==> config.mk <==
export PLATFORM = sky130hd
export DESIGN_NAME = timer_expiry_queue
export DESIGN_NICKNAME = d
export VERILOG_FILES = /design/src/design/teq_pkg.sv /design/src/design/timer_expiry_queue.sv
export SDC_FILE = /design/constraint.sdc
export NUM_CORES = 2
export LEC_CHECK = 0
export BUFFER_PORTS_ARGS = -buffer_cell sky130_fd_sc_hd__buf_4
export CAP_MARGIN = 30
export CORE_UTILIZATION = 60
export DETAILED_ROUTE_END_ITERATION = 6
export PLACE_DENSITY = 0.77
export SYNTH_ARGS = -nofsm -noshare
export SYNTH_HDL_FRONTEND = slang
export SYNTH_SLANG_ARGS = --single-unit
==> constraint.sdc <==
create_clock -name clock -period 28.3 [get_ports clock]
set_input_delay 2.83 -clock clock [delete_from_list [all_inputs] [get_ports clock]]
set_output_delay 2.83 -clock clock [all_outputs]
set_load 0.1 [all_outputs]
==> src/design/teq_pkg.sv <==
package teq_pkg;

   // Field widths
   localparam int unsigned ID_W      = 32;
   localparam int unsigned DELAY_W   = 31;
   localparam int unsigned ELAPSED_W = 16;
   localparam int unsigned TIME_W    = 48;
   localparam int unsigned SUM_W     = TIME_W + 1;
   localparam int unsigned COUNT_W   = 5;
   localparam int unsigned MS_W      = 41;

   // Beat widths, padded to whole bytes
   localparam int unsigned REQ_DATA_W = 80;
   localparam int unsigned RSP_DATA_W = 88;

   // Fixed behaviour
   localparam int unsigned MS_PER_SEC = 1000;
   localparam int unsigned RESULT_CAP = 16;
   localparam int unsigned FIRE_W     = 5;
   localparam int unsigned COUNT_MAX  = 31;

   typedef enum logic [1:0] {
      FUNC_SET_MS  = 2'd0,
      FUNC_SET_SEC = 2'd1,
      FUNC_KILL    = 2'd2,
      FUNC_TICK    = 2'd3
   } func_type;

   typedef enum logic [1:0] {
      KIND_SET_OK    = 2'd0,
      KIND_SET_FULL  = 2'd1,
      KIND_KILL_DONE = 2'd2,
      KIND_FIRED     = 2'd3
   } kind_type;

   typedef enum logic [3:0] {
      ST_IDLE,
      ST_SET_MUL,
      ST_SET_ADD,
      ST_SET_OUT,
      ST_SCAN,
      ST_SCAN_END,
      ST_KILL_OUT,
      ST_TICK_PICK,
      ST_TICK_FLUSH
   } state_type;

   typedef struct packed {
      logic [ID_W-1:0]   id;
      logic [TIME_W-1:0] expiry;
   } entry_type;

endpackage

==> src/design/timer_expiry_queue.sv <==
// Set request: the delay is scaled in ST_SET_MUL, the expiry added in ST_SET_ADD and the result
//   registered from ST_SET_OUT; one request at a time. Kill request: one pass over the slot memory.
// Tick: one pass over the slot memory when nothing fires; each fired timer costs one more full
//   pass, set by the single read port of the slot memory.
// Reset (synchronous, active high) clears the clock, all slot valid bits and the
//   result valid flag; slot contents are left as they are and read only when valid.
module timer_expiry_queue #(
   parameter int unsigned TIMER_SLOTS = 16
) (
   input  logic                                clock,
   input  logic                                reset,
   input  logic                                req_tvalid,
   output logic                                req_tready,
   // timer_id [31:0], delay [62:32], elapsed_ms [78:63], zero [79]
   input  logic [teq_pkg::REQ_DATA_W-1:0]      req_tdata,
   // func [1:0]
   input  logic [1:0]                          req_tuser,
   output logic                                rsp_tvalid,
   input  logic                                rsp_tready,
   // fired_id [31:0], expiry_time [79:32], removed_count [84:80], zero [87:85]
   output logic [teq_pkg::RSP_DATA_W-1:0]      rsp_tdata,
   // kind [1:0]
   output logic [1:0]                          rsp_tuser,
   output logic                                rsp_tlast
);

   localparam int unsigned IDX_W = (TIMER_SLOTS > 1) ? $clog2(TIMER_SLOTS) : 1;
   localparam logic [IDX_W-1:0] IDX_LAST = IDX_W'(TIMER_SLOTS - 1);

   // Request fields
   logic [teq_pkg::ID_W-1:0]      req_id;
   logic [teq_pkg::DELAY_W-1:0]   req_delay;
   logic [teq_pkg::ELAPSED_W-1:0] req_elapsed;
   teq_pkg::func_type             req_func;

   // Control
   teq_pkg::state_type state_ff, state_in;
   logic               req_fire;
   logic               out_free;
   logic               out_load;
   logic               scan_start;
   logic               scan_read;
   logic               take_best;
   logic               set_write;

   // Request hold and arithmetic
   teq_pkg::func_type             func_ff;
   logic [teq_pkg::ID_W-1:0]      id_ff;
   logic [teq_pkg::DELAY_W-1:0]   delay_ff;
   logic [teq_pkg::TIME_W-1:0]    clock_ff;
   logic [teq_pkg::MS_W-1:0]      ms_ff, ms_in;
   logic [teq_pkg::TIME_W-1:0]    exp_ff, exp_in;
   logic [teq_pkg::SUM_W-1:0]     set_sum, tick_sum;
   logic [teq_pkg::TIME_W-1:0]    clock_in;

   // Slot storage
   logic [TIMER_SLOTS-1:0] valid_ff;
   teq_pkg::entry_type     mem [TIMER_SLOTS];
   teq_pkg::entry_type     rd_ff;
   logic                   free_found, free_found_ff;
   logic [IDX_W-1:0]       free_idx, free_idx_ff;

   // Scan
   logic [IDX_W-1:0]             scan_idx_ff;
   logic                         cmp_en_ff;
   logic [IDX_W-1:0]             cmp_idx_ff;
   logic                         kill_hit;
   logic                         tick_hit;
   logic [teq_pkg::COUNT_W-1:0]  kill_cnt_ff;
   logic                         best_found_ff;
   logic [IDX_W-1:0]             best_idx_ff;
   teq_pkg::entry_type           best_ff;
   logic                         pend_ff;
   teq_pkg::entry_type           pend_entry_ff;
   logic [teq_pkg::FIRE_W-1:0]   fire_cnt_ff;

   // Result register
   logic                         rsp_tvalid_ff;
   teq_pkg::kind_type            rsp_kind_ff, out_kind;
   logic [teq_pkg::ID_W-1:0]     rsp_id_ff, out_id;
   logic [teq_pkg::TIME_W-1:0]   rsp_exp_ff, out_exp;
   logic [teq_pkg::COUNT_W-1:0]  rsp_cnt_ff, out_cnt;
   logic                         rsp_last_ff, out_last;

   // Unpack the request beat
   assign req_id      = req_tdata[31:0];
   assign req_delay   = req_tdata[62:32];
   assign req_elapsed = req_tdata[78:63];
   assign req_func    = teq_pkg::func_type'(req_tuser);
   assign req_fire    = req_tvalid && req_tready;
   assign out_free    = !rsp_tvalid_ff || rsp_tready;

   // Saturating clock advance for a tick
   assign tick_sum = {1'b0, clock_ff} + teq_pkg::SUM_W'(req_elapsed);
   assign clock_in = tick_sum[teq_pkg::TIME_W] ? '1 : tick_sum[teq_pkg::TIME_W-1:0];

   // Delay in milliseconds, then saturating expiry
   assign ms_in = (func_ff == teq_pkg::FUNC_SET_SEC) ?
                  teq_pkg::MS_W'(delay_ff) * teq_pkg::MS_W'(teq_pkg::MS_PER_SEC) :
                  teq_pkg::MS_W'(delay_ff);
   assign set_sum = {1'b0, clock_ff} + teq_pkg::SUM_W'(ms_ff);
   assign exp_in  = set_sum[teq_pkg::TIME_W] ? '1 : set_sum[teq_pkg::TIME_W-1:0];

   // Lowest free slot
   always_comb begin
      free_found = 1'b0;
      free_idx   = '0;
      for (int i = TIMER_SLOTS - 1; i >= 0; i--) begin
         if (!valid_ff[i]) begin
            free_found = 1'b1;
            free_idx   = IDX_W'(i);
         end
      end
   end

   // Compare the entry read in the previous cycle
   assign kill_hit = cmp_en_ff && valid_ff[cmp_idx_ff] && (rd_ff.id == id_ff);
   assign tick_hit = cmp_en_ff && valid_ff[cmp_idx_ff] && (rd_ff.expiry <= clock_ff) &&
                     (!best_found_ff || (rd_ff.expiry < best_ff.expiry));

   // State register
   always_ff @(posedge clock) begin
      if (reset) begin
         state_ff <= teq_pkg::ST_IDLE;
      end else begin
         state_ff <= state_in;
      end
   end

   // Next state and strobes
   always_comb begin
      state_in   = state_ff;
      req_tready = 1'b0;
      out_load   = 1'b0;
      out_kind   = teq_pkg::KIND_SET_OK;
      out_id     = id_ff;
      out_exp    = '0;
      out_cnt    = '0;
      out_last   = 1'b1;
      scan_start = 1'b0;
      scan_read  = 1'b0;
      take_best  = 1'b0;
      set_write  = 1'b0;
      case (state_ff)
         teq_pkg::ST_IDLE: begin
            req_tready = 1'b1;
            if (req_tvalid) begin
               case (req_func)
                  teq_pkg::FUNC_SET_MS, teq_pkg::FUNC_SET_SEC: state_in = teq_pkg::ST_SET_MUL;
                  teq_pkg::FUNC_KILL, teq_pkg::FUNC_TICK: begin
                     scan_start = 1'b1;
                     state_in   = teq_pkg::ST_SCAN;
                  end
                  default: state_in = teq_pkg::ST_IDLE;
               endcase
            end
         end
         teq_pkg::ST_SET_MUL: state_in = teq_pkg::ST_SET_ADD;
         teq_pkg::ST_SET_ADD: state_in = teq_pkg::ST_SET_OUT;
         teq_pkg::ST_SET_OUT: begin
            if (out_free) begin
               out_load = 1'b1;
               if (free_found_ff) begin
                  set_write = 1'b1;
                  out_kind  = teq_pkg::KIND_SET_OK;
                  out_exp   = exp_ff;
               end else begin
                  out_kind  = teq_pkg::KIND_SET_FULL;
               end
               state_in = teq_pkg::ST_IDLE;
            end
         end
         teq_pkg::ST_SCAN: begin
            scan_read = 1'b1;
            if (scan_idx_ff == IDX_LAST) begin
               state_in = teq_pkg::ST_SCAN_END;
            end
         end
         teq_pkg::ST_SCAN_END: begin
            state_in = (func_ff == teq_pkg::FUNC_KILL) ? teq_pkg::ST_KILL_OUT :
                                                         teq_pkg::ST_TICK_PICK;
         end
         teq_pkg::ST_KILL_OUT: begin
            if (out_free) begin
               out_load = 1'b1;
               out_kind = teq_pkg::KIND_KILL_DONE;
               out_cnt  = kill_cnt_ff;
               state_in = teq_pkg::ST_IDLE;
            end
         end
         teq_pkg::ST_TICK_PICK: begin
            if (!pend_ff || out_free) begin
               // Release the held timer; it is the last one if this pass found none
               if (pend_ff) begin
                  out_load = 1'b1;
                  out_kind = teq_pkg::KIND_FIRED;
                  out_id   = pend_entry_ff.id;
                  out_exp  = pend_entry_ff.expiry;
                  out_last = !best_found_ff;
               end
               if (best_found_ff) begin
                  take_best = 1'b1;
                  if (fire_cnt_ff == teq_pkg::FIRE_W'(teq_pkg::RESULT_CAP - 1)) begin
                     state_in = teq_pkg::ST_TICK_FLUSH;
                  end else begin
                     scan_start = 1'b1;
                     state_in   = teq_pkg::ST_SCAN;
                  end
               end else begin
                  state_in = teq_pkg::ST_IDLE;
               end
            end
         end
         teq_pkg::ST_TICK_FLUSH: begin
            if (out_free) begin
               out_load = 1'b1;
               out_kind = teq_pkg::KIND_FIRED;
               out_id   = pend_entry_ff.id;
               out_exp  = pend_entry_ff.expiry;
               state_in = teq_pkg::ST_IDLE;
            end
         end
         default: state_in = teq_pkg::ST_IDLE;
      endcase
   end

   // Clock and slot valid bits
   always_ff @(posedge clock) begin
      if (reset) begin
         clock_ff  <= '0;
         valid_ff  <= '0;
         cmp_en_ff <= 1'b0;
         pend_ff   <= 1'b0;
      end else begin
         cmp_en_ff <= scan_read;
         if (req_fire && (req_func == teq_pkg::FUNC_TICK)) begin
            clock_ff <= clock_in;
         end
         if (req_fire) begin
            pend_ff <= 1'b0;
         end else if (take_best) begin
            pend_ff <= 1'b1;
         end
         if (set_write) begin
            valid_ff[free_idx_ff] <= 1'b1;
         end
         if ((func_ff == teq_pkg::FUNC_KILL) && kill_hit) begin
            valid_ff[cmp_idx_ff] <= 1'b0;
         end
         if (take_best) begin
            valid_ff[best_idx_ff] <= 1'b0;
         end
      end
   end

   // Slot memory: one write port, one registered read port
   always_ff @(posedge clock) begin
      if (set_write) begin
         mem[free_idx_ff] <= '{id: id_ff, expiry: exp_ff};
      end
      if (scan_read) begin
         rd_ff <= mem[scan_idx_ff];
      end
   end

   // Request hold, set arithmetic and scan datapath
   always_ff @(posedge clock) begin
      if (req_fire) begin
         func_ff       <= req_func;
         id_ff         <= req_id;
         delay_ff      <= req_delay;
         free_found_ff <= free_found;
         free_idx_ff   <= free_idx;
         fire_cnt_ff   <= '0;
      end
      if (state_ff == teq_pkg::ST_SET_MUL) begin
         ms_ff <= ms_in;
      end
      if (state_ff == teq_pkg::ST_SET_ADD) begin
         exp_ff <= exp_in;
      end
      if (scan_start) begin
         scan_idx_ff   <= '0;
         best_found_ff <= 1'b0;
         kill_cnt_ff   <= '0;
      end else if (scan_read) begin
         scan_idx_ff <= scan_idx_ff + 1'b1;
      end
      if (scan_read) begin
         cmp_idx_ff <= scan_idx_ff;
      end
      // Count kills, saturating
      if ((func_ff == teq_pkg::FUNC_KILL) && kill_hit &&
          (kill_cnt_ff != teq_pkg::COUNT_W'(teq_pkg::COUNT_MAX))) begin
         kill_cnt_ff <= kill_cnt_ff + 1'b1;
      end
      // Track the earliest due entry, lowest slot on a tie
      if ((func_ff == teq_pkg::FUNC_TICK) && tick_hit && !scan_start) begin
         best_found_ff <= 1'b1;
         best_idx_ff   <= cmp_idx_ff;
         best_ff       <= rd_ff;
      end
      if (take_best) begin
         pend_entry_ff <= best_ff;
         fire_cnt_ff   <= fire_cnt_ff + 1'b1;
      end
   end

   // Result register
   always_ff @(posedge clock) begin
      if (reset) begin
         rsp_tvalid_ff <= 1'b0;
      end else if (out_load) begin
         rsp_tvalid_ff <= 1'b1;
      end else if (rsp_tready) begin
         rsp_tvalid_ff <= 1'b0;
      end
   end

   always_ff @(posedge clock) begin
      if (out_load) begin
         rsp_kind_ff <= out_kind;
         rsp_id_ff   <= out_id;
         rsp_exp_ff  <= out_exp;
         rsp_cnt_ff  <= out_cnt;
         rsp_last_ff <= out_last;
      end
   end

   assign rsp_tvalid = rsp_tvalid_ff;
   assign rsp_tdata  = {3'b000, rsp_cnt_ff, rsp_exp_ff, rsp_id_ff};
   assign rsp_tuser  = rsp_kind_ff;
   assign rsp_tlast  = rsp_last_ff;

`ifndef NO_ASSERTIONS
   // Compare slots only follow reads issued by a scan
   a_cmp_in_scan: assert property (@(posedge clock) disable iff (reset)
      cmp_en_ff |-> (state_ff == teq_pkg::ST_SCAN || state_ff == teq_pkg::ST_SCAN_END))
      else $error("slot compare outside a scan");

   // A fired timer is never later than the clock
   a_fired_due: assert property (@(posedge clock) disable iff (reset)
      (rsp_tvalid_ff && (rsp_kind_ff == teq_pkg::KIND_FIRED)) |-> (rsp_exp_ff <= clock_ff))
      else $error("fired timer not yet due");

   // A stored timer occupies its slot afterwards
   a_set_marks_valid: assert property (@(posedge clock) disable iff (reset)
      set_write |=> valid_ff[free_idx_ff])
      else $error("stored slot not marked valid");

   // Only a live, chosen entry is released
   a_take_live: assert property (@(posedge clock) disable iff (reset)
      take_best |-> (best_found_ff && valid_ff[best_idx_ff]))
      else $error("released slot not valid");
`endif

endmodule
==> run metrics <==
status=finished clean; GR Util met1=42.67%; GRT Total Usage=29.46%; Internal=6708 uW; Most common cell on crit path=buf_4; final hold vios=0; Vias=43230; post-synthesis register bit count=1861; cells after synthesis=4398; HP Class=reg2reg; CTS resizes=0; share of cells above drive strength 1=20.83%; beginning of the critical path=rsp_tready; clock slew at reported path FFs=60 ps; ranking of synthesized cells by area=edfxtp_1 67%, mux4_2 11%, ha_1 3.8%; Critical Path Sink=mem[5][14]; CP top delay family=buffers and inverters; Die X=366.2 um; Pre-antenna DRT Iters=5; Crit-path slowest cell=buf_4; IO Port Bufs=174; Post-synth EDFFs=1785; Synth cell types=88; gr ovfl total=0; Critical Path Sink Type=flip-flop; most common cell after layout, fill and taps aside=edfxtp_1; most frequent cells in the layout=1785 x edfxtp_1, 405 x mux4_2, 288 x inv_1; Worst Skew=32.77 ps; GR peak layer=met2; initial antenna violation count=4; CTS tree=done; CP cell instances=buf_4 -> nor2b_1 -> nor3_2 -> buf_4 -> nand3b_1 -> nor2_4 -> buf_4 -> buf_4; post-detail-place hpwl=110900 um; root buffer cell=clkbuf_16; mapped cell area=0.07960 mm2; core region area=0.1315 mm2; clk sinks=1861; Layout fillers=8247; multiplexer share of the synthesized area=12.04%; Buf+Inv Stages, Crit Path=4; total setup buffers inserted after CTS=0; Tmin final=6533 ps; Synth Area in Compound Gates=4.549%; Syn Area/Cell=18.10 um2; clk buf depth=3; DIE HEIGHT=366.2 um; setup tns final=0 ps; hold_buf cts=0; n_diodes=0; post-synthesis xor/xnor area fraction=1.441%; Post-synth top flop=edfxtp_1; Synth area leader=edfxtp_1; crit path DAT=6950 ps; switch share=36.43%; Reg power frac=35.5%; # Max-Cap Violations=0; met2 usage=46.30%; Crit Reg-Reg Endpoint=ms_ff[26]; Clock Power Share=23.5%; adder-cell share of the synthesized area=6.690%; unrepaired setup endpoints after global routing=no; Worst-Margin Slew=1109 ps; Max VDD drop=0.1722 mV; vias per cell=6.565; final wirelength=196000 um; first-pass GRT wire length=286600 um; R2R Setup Slk=22810 ps; Final Power=10550 uW; post-synthesis simple-gate area fraction=3.858%; final period utilization=23.08%; peak fanout along the critical path=52; pin count of the biggest net entering global routing=111; Gate power share=41.0%; number of remaining DRC errors=0; Initial DRC Count=5766; Final Net Count=5121; Yosys warnings=0; max_slew headroom=26.06%; Slew Viols, Final=0; initial core utilization=60.55%; Reg2Reg Depth=16; number of global-route vias before repair=43130; FP Rows=133; fmax=153.1 MHz; Critical Path Stages=8; crit path kind=in2reg; combinational family with the most area after synthesis=multiplexers; register area share after synthesis=69.25%; H-tree depth=4; routability congestion estimate from global placement=0.9150; nature of the critical path startpoint=input port; slowest cell delay on critical path=820 ps; CTS Buf Count=180; Skew-Pair Late Insertion Delay=820 ps; Final ANT Viol Nets=0; final setup fails=0; Syn-to-layout area delta=12.43%; drt wl/cell=29.76 um; Async SR Flop Fraction=0%; GRT met3 Usage=5.671%; net switching power=3845 uW; I/O pins=179; worst endpoint required time=28710 ps; Pwr Density=117.9 mW/mm2; Reg-to-Reg Start=delay_ff[0]; proportion of netlist area held by the largest area contributor=67.34%; LEAKAGE=0.03018 uW; die area=0.1341 mm2
[power by group through the flow]
stage / clock (uW) / combinational [uW] / sequential, uW
floorplan: 0 / 3280 / 3770
global placement: 0 / 4210 / 3770
detailed placement: 0 / 4270 / 3790
CTS: 2500 / 4320 / 3740
global route: 2590 / 4850 / 3760
finish: 2480 / 4330 / 3740
[cell type report]
class	count	area [um2]	area share [%]
clock buffer	212	4731	5.286
clock inverter	121	1340	1.497
inverter	293	1102	1.232
multi-input combinational	2089	22920	25.62
sequential	1861	55140	61.61
tap	1755	2196	2.454
timing repair buffer	254	2061	2.303
[cell families (layout without fill, tap and decap cells)]
group                      count (synthesis)  count (layout)
other                                      1               3
muxes                                    447             447
buffers and inverters                    450             880
xor gates and xnor gates                 131             131
DFF                                     1861            1861
adders and majority gates                356             356
and+or+nand+nor                          615             615
AOI/OAI and AO/OA                        537             537
[routing by layer]
layer  routed length [um]  vias to the layer above
met4                 5059                        4
met1                75660                    22140
met2                93200                     2714
li1                     -                    18000
met3                22040                      366
met5                   26                        -
[registers in the layout (all words and copies together), names as in the netlist, 2 cells and up]
name           count
kill_cnt_ff        5
clock_ff          48
exp_ff            48
rsp_cnt_ff         5
ms_ff             41
mem             1280
scan_idx_ff        4
rd_ff             80
rsp_tuser          2
delay_ff          31
best_ff           80
fire_cnt_ff        5
pend_entry_ff     80
best_idx_ff        4
func_ff            2
cmp_idx_ff         4
rsp_id_ff         32
rsp_exp_ff        48
state_ff           4
free_idx_ff        4
id_ff             32
valid_ff          16
[how the worst min path moves through the flow]
stage                     start                end  cells after the start
floorplan           best_ff[48]  pend_entry_ff[48]                      0
global placement    best_ff[75]  pend_entry_ff[75]                      0
detailed placement  best_ff[66]  pend_entry_ff[66]                      0
CTS                 best_ff[74]  pend_entry_ff[74]                      0
global route        best_ff[54]  pend_entry_ff[54]                      0
finish              best_ff[74]  pend_entry_ff[74]                      0
[cells in the mapped netlist (45+ instances only)]
| cell type | instances |
|---|---|
| a21o_1 | 77 |
| mux4_2 | 405 |
| clkbuf_1 | 116 |
| nor3_1 | 71 |
| dfxtp_1 | 76 |
| a22o_1 | 48 |
| nand2_1 | 160 |
| o21ai_0 | 92 |
| fa_1 | 116 |
| ha_1 | 240 |
| xor2_1 | 61 |
| nand3_1 | 45 |
| xnor2_1 | 70 |
| edfxtp_1 | 1785 |
| nor2_1 | 144 |
| a21oi_1 | 132 |
| inv_1 | 289 |
[metrics by stage]
stage	hold WS [ps]	cells	setup slack, ps	instance area (um2)	util [%]
2_1_floorplan	400.3	4400	17380	79600	-
3_3_place_gp	401.7	6240	21110	83190	63.28
3_5_place_dp	404.5	6251	21120	83400	63.44
4_1_cts	417.6	6584	21880	89470	68.06
5_1_grt	427.0	6585	21700	89490	68.07
6_report	415.9	6585	21770	89490	68.07
Note: power is estimated with default switching activity, not from simulation.
